--- config.mk ---
export PLATFORM = sky130hd
export DESIGN_NAME = dmx512_frame_transmitter_unit
export DESIGN_NICKNAME = d
export VERILOG_FILES = /design/src/dmxtx_pkg.sv /design/src/dmx512_frame_transmitter_unit.sv
export SDC_FILE = /design/constraint.sdc
export NUM_CORES = 2
export LEC_CHECK = 0
export BUFFER_PORTS_ARGS = -buffer_cell sky130_fd_sc_hd__buf_2
export CORE_MARGIN = 2
export CORE_UTILIZATION = 35
export CTS_CLUSTER_DIAMETER = 150
export CTS_CLUSTER_SIZE = 12
export DETAILED_ROUTE_END_ITERATION = 6
export PLACE_DENSITY = 0.47
export SLEW_MARGIN = 5
export SYNTH_ARGS = -nofsm -noshare
export SYNTH_HDL_FRONTEND = slang
export SYNTH_SLANG_ARGS = --single-unit
--- constraint.sdc ---
create_clock -name aclk -period 67.7 [get_ports aclk]
set_input_delay 3.385 -clock aclk [delete_from_list [all_inputs] [get_ports aclk]]
set_output_delay 3.385 -clock aclk [all_outputs]
set_load 0.02 [all_outputs]
--- src/dmxtx_pkg.sv ---
`default_nettype none

package dmxtx_pkg;

    // slots sent after the start code in each frame
    localparam int unsigned SLOT_COUNT = 512;
    // channels held in the store, addressed 1..NUM_CHANNELS
    localparam int unsigned NUM_CHANNELS = 512;
    localparam int unsigned CH_IDX_W = $clog2(NUM_CHANNELS);

    localparam int unsigned BREAK_W = 18;
    localparam int unsigned MARK_W  = 8;
    localparam int unsigned STEP_W  = 8;
    localparam int unsigned DATA_W  = 8;
    localparam int unsigned ADDR_W  = 10;
    localparam int unsigned SLOT_W  = 10;
    localparam int unsigned BIT_W   = 3;

    localparam int unsigned PADDR_W = 4;
    localparam int unsigned PDATA_W = 32;

    // register indexes (byte address divided by four)
    localparam logic [1:0] REG_BREAK_TICKS = 2'd0;
    localparam logic [1:0] REG_MARK_TICKS  = 2'd1;
    localparam logic [1:0] REG_RAMP_STEP   = 2'd2;

    localparam logic [BREAK_W-1:0] BREAK_TICKS_RST = BREAK_W'(250);
    localparam logic [MARK_W-1:0]  MARK_TICKS_RST  = MARK_W'(3);
    localparam logic [STEP_W-1:0]  RAMP_STEP_RST   = STEP_W'(3);

    // store contents after the clearing pass
    localparam logic [DATA_W-1:0] CH2_RST = DATA_W'(50);
    localparam logic [DATA_W-1:0] CH3_RST = DATA_W'(100);

    localparam logic CMD_TICK  = 1'b0;
    localparam logic CMD_WRITE = 1'b1;

    typedef struct packed {
        logic              line_level;
        logic [SLOT_W-1:0] slot_index;
        logic              frame_start;
    } res_t;

endpackage

`default_nettype wire

--- src/dmx512_frame_transmitter_unit.sv ---
// dmx512 frame transmitter: one line level per tick item, one result item per input item
// result: each item is registered, and waits in the skid stage while the output is stalled
// throughput: one item per cycle while s_ready is high, bounded by the single-pass state update and output register
// reset: synchronous, active low; registers return to defaults and the channel store is
// cleared by a pass (one entry per cycle) during which s_ready is low
// configuration writes are taken at any time, including during the clearing pass
`default_nettype none

module dmx512_frame_transmitter_unit (
    input  wire logic                          aclk,
    input  wire logic                          aresetn,
    // configuration port
    input  wire logic                          psel,
    input  wire logic                          penable,
    input  wire logic                          pwrite,
    input  wire logic [dmxtx_pkg::PADDR_W-1:0] paddr,
    input  wire logic [dmxtx_pkg::PDATA_W-1:0] pwdata,
    output logic      [dmxtx_pkg::PDATA_W-1:0] prdata,
    output logic                               pready,
    // input items
    input  wire logic                          s_valid,
    output logic                               s_ready,
    input  wire logic                          s_cmd,
    input  wire logic [dmxtx_pkg::ADDR_W-1:0]  s_slot_addr,
    input  wire logic [dmxtx_pkg::DATA_W-1:0]  s_slot_data,
    // result items
    output logic                               m_valid,
    input  wire logic                          m_ready,
    output logic                               m_line_level,
    output logic      [dmxtx_pkg::SLOT_W-1:0]  m_slot_index,
    output logic                               m_frame_start
);

    typedef enum logic [1:0] {
        PH_BREAK,
        PH_MARK,
        PH_START,
        PH_DATA
    } phase_t;

    localparam int unsigned BW = dmxtx_pkg::BREAK_W;
    localparam int unsigned MW = dmxtx_pkg::MARK_W;
    localparam int unsigned SW = dmxtx_pkg::STEP_W;
    localparam int unsigned DW = dmxtx_pkg::DATA_W;
    localparam int unsigned AW = dmxtx_pkg::ADDR_W;
    localparam int unsigned LW = dmxtx_pkg::SLOT_W;
    localparam int unsigned IW = dmxtx_pkg::CH_IDX_W;
    localparam int unsigned XW = dmxtx_pkg::BIT_W;

    // configuration registers
    logic [BW-1:0] break_ticks_reg;
    logic [MW-1:0] mark_ticks_reg;
    logic [SW-1:0] ramp_step_reg;
    logic          cfg_wr;

    // frame sequencer state
    phase_t        phase_reg,      phase_next;
    logic [BW-1:0] tick_reg,       tick_next;
    logic [XW-1:0] bit_reg,        bit_next;
    logic [LW-1:0] slot_cnt_reg,   slot_cnt_next;
    logic [DW-1:0] shift_reg,      shift_next;
    logic          ramp_down_reg,  ramp_down_next;
    logic          held_level_reg, held_level_next;
    logic [LW-1:0] held_slot_reg,  held_slot_next;
    // channel 1 lives in a register so the ramp needs no memory read-modify-write
    logic [DW-1:0] ch1_reg,        ch1_next;

    // clearing pass after reset
    logic          clr_active_reg, clr_active_next;
    logic [IW-1:0] clr_idx_reg,    clr_idx_next;

    // result register and skid stage
    logic                 out_valid_reg,  out_valid_next;
    dmxtx_pkg::res_t      out_data_reg,   out_data_next;
    logic                 skid_valid_reg, skid_valid_next;
    dmxtx_pkg::res_t      skid_data_reg,  skid_data_next;

    // channel store: entry k-1 holds channel k (entry 0 unused, channel 1 is ch1_reg)
    logic [DW-1:0] chan_mem [dmxtx_pkg::NUM_CHANNELS];
    logic [DW-1:0] rd_data_reg;
    logic          mem_we;
    logic [IW-1:0] mem_waddr;
    logic [DW-1:0] mem_wdata;
    logic [IW-1:0] mem_raddr;

    logic            acc;
    logic            pop;
    dmxtx_pkg::res_t res;
    logic [BW-1:0]   tick_inc;
    logic [DW:0]     ramp_sum;
    logic [DW-1:0]   ramp_val;

    assign pready  = 1'b1;
    assign cfg_wr  = psel && penable && pwrite && pready;
    assign s_ready = !skid_valid_reg && !clr_active_reg;
    assign acc     = s_valid && s_ready;
    assign pop     = out_valid_reg && m_ready;

    assign m_valid       = out_valid_reg;
    assign m_line_level  = out_data_reg.line_level;
    assign m_slot_index  = out_data_reg.slot_index;
    assign m_frame_start = out_data_reg.frame_start;

    // register read-back
    always_comb begin
        prdata = '0;
        case (paddr[3:2])
            dmxtx_pkg::REG_BREAK_TICKS: prdata = dmxtx_pkg::PDATA_W'(break_ticks_reg);
            dmxtx_pkg::REG_MARK_TICKS:  prdata = dmxtx_pkg::PDATA_W'(mark_ticks_reg);
            dmxtx_pkg::REG_RAMP_STEP:   prdata = dmxtx_pkg::PDATA_W'(ramp_step_reg);
            default:                    prdata = '0;
        endcase
    end

    // channel 1 ramp: clamp to 0..255, direction flips at either end
    always_comb begin
        if (ramp_down_reg) begin
            ramp_sum = {1'b0, ch1_reg} - {1'b0, ramp_step_reg};
            ramp_val = (ch1_reg >= ramp_step_reg) ? ramp_sum[DW-1:0] : '0;
        end else begin
            ramp_sum = {1'b0, ch1_reg} + {1'b0, ramp_step_reg};
            ramp_val = ramp_sum[DW] ? '1 : ramp_sum[DW-1:0];
        end
    end

    assign tick_inc = tick_reg + BW'(1);

    // sequencer next state, store write port and result
    always_comb begin
        phase_next      = phase_reg;
        tick_next       = tick_reg;
        bit_next        = bit_reg;
        slot_cnt_next   = slot_cnt_reg;
        shift_next      = shift_reg;
        ramp_down_next  = ramp_down_reg;
        held_level_next = held_level_reg;
        held_slot_next  = held_slot_reg;
        ch1_next        = ch1_reg;
        clr_active_next = clr_active_reg;
        clr_idx_next    = clr_idx_reg;
        mem_we          = 1'b0;
        mem_waddr       = clr_idx_reg;
        mem_wdata       = '0;

        // write items repeat the held level and slot
        res.line_level  = held_level_reg;
        res.slot_index  = held_slot_reg;
        res.frame_start = 1'b0;

        if (clr_active_reg) begin
            mem_we    = 1'b1;
            mem_waddr = clr_idx_reg;
            if (clr_idx_reg == IW'(1)) begin
                mem_wdata = dmxtx_pkg::CH2_RST;
            end else if (clr_idx_reg == IW'(2)) begin
                mem_wdata = dmxtx_pkg::CH3_RST;
            end else begin
                mem_wdata = '0;
            end
            clr_idx_next = clr_idx_reg + IW'(1);
            if (clr_idx_reg == IW'(dmxtx_pkg::NUM_CHANNELS - 1)) begin
                clr_active_next = 1'b0;
            end
        end

        if (acc) begin
            if (s_cmd == dmxtx_pkg::CMD_WRITE) begin
                // out-of-range channel numbers are dropped
                if (s_slot_addr == AW'(1)) begin
                    ch1_next = s_slot_data;
                end else if (s_slot_addr >= AW'(2) &&
                             s_slot_addr <= AW'(dmxtx_pkg::NUM_CHANNELS)) begin
                    mem_we    = 1'b1;
                    mem_waddr = IW'(s_slot_addr - AW'(1));
                    mem_wdata = s_slot_data;
                end
            end else begin
                case (phase_reg)
                    PH_BREAK: begin
                        res.line_level  = 1'b0;
                        res.slot_index  = '0;
                        res.frame_start = (tick_reg == '0);
                        // a zero length behaves as one tick
                        if (tick_inc >= break_ticks_reg) begin
                            phase_next    = PH_MARK;
                            tick_next     = '0;
                            slot_cnt_next = '0;
                        end else begin
                            tick_next = tick_inc;
                        end
                    end
                    PH_MARK: begin
                        // slot byte latched on the first mark tick; slot 0 is the start code
                        if (tick_reg == '0) begin
                            if (slot_cnt_reg == '0) begin
                                shift_next = '0;
                            end else if (slot_cnt_reg == LW'(1)) begin
                                shift_next = ch1_reg;
                            end else begin
                                shift_next = rd_data_reg;
                            end
                        end
                        res.line_level = 1'b1;
                        res.slot_index = slot_cnt_reg;
                        if (tick_inc >= BW'(mark_ticks_reg)) begin
                            phase_next = PH_START;
                            tick_next  = '0;
                        end else begin
                            tick_next = tick_inc;
                        end
                    end
                    PH_START: begin
                        res.line_level = 1'b0;
                        res.slot_index = slot_cnt_reg;
                        phase_next     = PH_DATA;
                        bit_next       = '0;
                    end
                    PH_DATA: begin
                        // lsb first
                        res.line_level = shift_reg[0];
                        res.slot_index = slot_cnt_reg;
                        shift_next     = {1'b0, shift_reg[DW-1:1]};
                        if (bit_reg == XW'(DW - 1)) begin
                            bit_next  = '0;
                            tick_next = '0;
                            if (slot_cnt_reg >= LW'(dmxtx_pkg::SLOT_COUNT)) begin
                                // end of frame: ramp channel 1, next break starts at once
                                ch1_next = ramp_val;
                                if (ramp_val == '0 || ramp_val == '1) begin
                                    ramp_down_next = !ramp_down_reg;
                                end
                                phase_next    = PH_BREAK;
                                slot_cnt_next = '0;
                            end else begin
                                slot_cnt_next = slot_cnt_reg + LW'(1);
                                phase_next    = PH_MARK;
                            end
                        end else begin
                            bit_next = bit_reg + XW'(1);
                        end
                    end
                    default: begin
                        phase_next = PH_BREAK;
                    end
                endcase
                held_level_next = res.line_level;
                held_slot_next  = res.slot_index;
            end
        end
    end

    // keep the read register tracking the entry of the slot to be latched next
    assign mem_raddr = IW'(slot_cnt_next - LW'(1));

    // result register with a skid stage behind it
    always_comb begin
        out_valid_next  = out_valid_reg;
        out_data_next   = out_data_reg;
        skid_valid_next = skid_valid_reg;
        skid_data_next  = skid_data_reg;
        if (skid_valid_reg) begin
            if (pop) begin
                out_data_next   = skid_data_reg;
                skid_valid_next = 1'b0;
            end
        end else if (acc) begin
            if (!out_valid_reg || pop) begin
                out_valid_next = 1'b1;
                out_data_next  = res;
            end else begin
                skid_valid_next = 1'b1;
                skid_data_next  = res;
            end
        end else if (pop) begin
            out_valid_next = 1'b0;
        end
    end

    always_ff @(posedge aclk) begin
        if (!aresetn) begin
            break_ticks_reg <= dmxtx_pkg::BREAK_TICKS_RST;
            mark_ticks_reg  <= dmxtx_pkg::MARK_TICKS_RST;
            ramp_step_reg   <= dmxtx_pkg::RAMP_STEP_RST;
            phase_reg       <= PH_BREAK;
            tick_reg        <= '0;
            bit_reg         <= '0;
            slot_cnt_reg    <= '0;
            shift_reg       <= '0;
            ramp_down_reg   <= 1'b0;
            held_level_reg  <= 1'b1;
            held_slot_reg   <= '0;
            ch1_reg         <= '0;
            clr_active_reg  <= 1'b1;
            clr_idx_reg     <= '0;
            out_valid_reg   <= 1'b0;
            skid_valid_reg  <= 1'b0;
        end else begin
            if (cfg_wr) begin
                case (paddr[3:2])
                    dmxtx_pkg::REG_BREAK_TICKS: break_ticks_reg <= pwdata[BW-1:0];
                    dmxtx_pkg::REG_MARK_TICKS:  mark_ticks_reg  <= pwdata[MW-1:0];
                    dmxtx_pkg::REG_RAMP_STEP:   ramp_step_reg   <= pwdata[SW-1:0];
                    default: ;
                endcase
            end
            phase_reg      <= phase_next;
            tick_reg       <= tick_next;
            bit_reg        <= bit_next;
            slot_cnt_reg   <= slot_cnt_next;
            shift_reg      <= shift_next;
            ramp_down_reg  <= ramp_down_next;
            held_level_reg <= held_level_next;
            held_slot_reg  <= held_slot_next;
            ch1_reg        <= ch1_next;
            clr_active_reg <= clr_active_next;
            clr_idx_reg    <= clr_idx_next;
            out_valid_reg  <= out_valid_next;
            skid_valid_reg <= skid_valid_next;
        end
        out_data_reg  <= out_data_next;
        skid_data_reg <= skid_data_next;
    end

    // channel store, with a same-cycle write forwarded into the read register
    always_ff @(posedge aclk) begin
        if (mem_we) begin
            chan_mem[mem_waddr] <= mem_wdata;
        end
        if (mem_we && mem_waddr == mem_raddr) begin
            rd_data_reg <= mem_wdata;
        end else begin
            rd_data_reg <= chan_mem[mem_raddr];
        end
    end

endmodule

`default_nettype wire

==> results.sh <==
export IMPL_met1_length_um=206000
export IMPL_cts_tree="built"
export IMPL_vias=81200
export IMPL_drv_slew=0
export IMPL_pwr_share_comb=0.017
export IMPL_synth_area_per_cell_um2=20.6
export IMPL_clock_latency_ps=1000
export IMPL_syn_inst=8137
export IMPL_final_setup_tns_ps=0
export IMPL_largest_reg_flops=4096
export IMPL_start_util=0.352
export IMPL_hp_start="held_slot_reg[7]"
export IMPL_p_int_w=0.00393
export IMPL_die_h_um=695
export IMPL_crit_required_ps=64320
export IMPL_postCtsHoldBufs=0
export IMPL_synth_top_area_cell="edfxtp_1"
export IMPL_synth_async_reset_ratio=0
export IMPL_yosysUniqueCellTypes=78
export IMPL_cts_num_sinks=4236
export IMPL_cp_end_kind="output pin"
export IMPL_synth_most_common_cell="edfxtp_1"
export IMPL_hold_class="reg2reg"
export IMPL_start_kind="input port"
export IMPL_die_x_um=695
export IMPL_hold_violations=0
export IMPL_min_period_ps=8030
export IMPL_synth_area_top_cells="edfxtp_1 74%, mux4_2 14%, mux2i_1 1.6%, dfxtp_1 1.4%, nor2_1 1.3%"
export IMPL_io_buffers=77
export IMPL_cp_startpoint="paddr[3]"
export IMPL_p_per_area_nw_per_um2=26.6
export IMPL_rsz0062_at_grt="no"
export IMPL_io_pins=109
export IMPL_grt_usage=0.191
export IMPL_path_class="in2out"
export IMPL_worst_slack_ps=59670
export IMPL_drv_cap=0
export IMPL_first_pass_iters=7
export IMPL_finish_utilization=0.390
export IMPL_grt_max_degree=217
export IMPL_finalWirelength_um=469000
export IMPL_antenna_found_initial=30
export IMPL_p_leak_nw=59.9
export IMPL_area_growth_pct=10.9
export IMPL_ctsRootBufferMaster="clkbuf_16"
export IMPL_yosys_top_cells_count="4120 x edfxtp_1, 1060 x mux4_2, 598 x nor2_1, 265 x clkbuf_1, 263 x mux2i_1"
export IMPL_fp_row_count=253
export IMPL_period_share=0.119
export IMPL_clock_power_share=0.399
export IMPL_die_area_um2=483000
export IMPL_postCtsSetupBuffers=0
export IMPL_drtIter0Drc=8753
export IMPL_slew_headroom=0.0603
export IMPL_wl_met3_um=28500
export IMPL_grt_ovfl_total=0
export IMPL_ctsResizeCount=0
export IMPL_vias_per_cell=5.52
export IMPL_syn_area_um2=167000
export IMPL_avgRoutedWirePerCell_um=31.8
export IMPL_dominantRegCellSynth="edfxtp_1"
export IMPL_top_layer="met4"
export IMPL_path_clk_slew_ps=60
export IMPL_ys_seq_area_frac=0.754
export IMPL_grt_pass1_wl_um=654000
export IMPL_finalSetupViolCount=0
export IMPL_yosysWarnings=0
export IMPL_drive_above_1_share=0.230
export IMPL_htreeDepth=5
export IMPL_drc=0
export IMPL_p_sw_frac=0.205
export IMPL_clock_fmax_mhz=125
export IMPL_wl_met2_um=224000
export IMPL_coreArea_um2=475000
export IMPL_switchingPower_w=0.00101
export IMPL_place_detailed_hpwl_um=284000
export IMPL_synth_edf_count=4120
export IMPL_vdd_drop_max_mv=0.0203
export IMPL_grt_pass1_vias=82600
export IMPL_clock_skew_ps=44.0
export IMPL_numCtsBuffers=390
export IMPL_final_nets=8401
export IMPL_clockBufferDepth=4
export IMPL_tightest_slew_ps=1410
export IMPL_yosys_area_top_type_share=0.740
export IMPL_sequentialPowerShare=0.585
export IMPL_gp_congestion=0.780
export IMPL_status="completed"
export IMPL_pre_cts_ws_ps=58940
export IMPL_worstPathArrival_ps=4640
export IMPL_ant_nets=0
export IMPL_critPathMaxFanout=23
export IMPL_synth_seq_cells=4236
==> metal layers <==
metal  GRT usage  vias up
li1            -    33700
met1       0.273    44400
met2       0.309     2555
met3      0.0304      499
met4      0.0397        0
met5           0        -
==> cell families (layout without fill, tap and decap cells) <==
group           count (synthesis)  count (layout)  share of synthesized area
compound gates                614             614                     0.0263
simple gates                 1153            1153                     0.0301
buf+inv                       586             770                     0.0167
flops                        4236            4236                      0.754
mux                          1440            1440                      0.166
xor+xnor                       43              43                    0.00225
other cells                     2              24                  0.0000449
fa+ha+maj                      63              63                    0.00480
==> layout make-up <==
class	instances	area (um2)
diodes	9	22.5
flip-flops and latches	4236	126000
clock buffers	428	9990
fillers	42600	290000
clock inverters	22	399
multi-input cells	3328	38900
well taps	6375	7980
repair buffers	255	1930
inverters	65	244
==> final timing paths <==
check                      to  cells after the start  slack, ps
max                 prdata[3]                      5      59670
min          held_slot_reg[7]                      2        460
max reg2reg      shift_reg[5]                     12      60570
min reg2reg  held_slot_reg[7]                      2        460
==> metrics by stage <==
stage               hold slack, ps  std cells  total power, W  cell area, um2
global route                   490      14700         0.00509          185000
global placement               455      14300         0.00303          175000
finish                         462      14700         0.00494          185000
CTS                            466      14700         0.00499          185000
floorplan                      435       8150         0.00302          167000
detailed placement             457      14300         0.00303          175000
==> power by group through the flow <==
stage	clock, W	combinational [W]	sequential [W]
after floorplan	0	0.0000343	0.00299
after global routing	0.00211	0.0000904	0.00289
after global placement	0	0.0000816	0.00294
final	0.00197	0.0000838	0.00289
after detailed placement	0	0.0000862	0.00294
after CTS	0.00202	0.0000860	0.00289
==> worst max-delay path, stage by stage <==
cell	delay (ps)
buf_2	310
nor2b_1	510
nand2_1	100
o21ai_0	120
buf_2	210
==> cells in the final DEF (no fill, tap or decap), types with 25 or more instances in the layout <==
master	n
o221ai_1	87
clkbuf_16	394
nor2b_1	42
nand2b_1	36
mux2_2	116
nand3_1	71
xnor2_1	28
o211ai_1	32
a21boi_0	28
mux4_2	1060
inv_1	64
a211oi_1	25
o21ai_0	131
a21oi_1	53
ha_1	61
o22ai_1	30
a221oi_1	72
buf_2	77
nand2_1	233
buf_4	161
clkbuf_1	34
nor3_1	41
nor2_1	586
dfxtp_1	109
mux2i_1	263
edfxtp_1	4120
(Power assumes the default switching activity.)
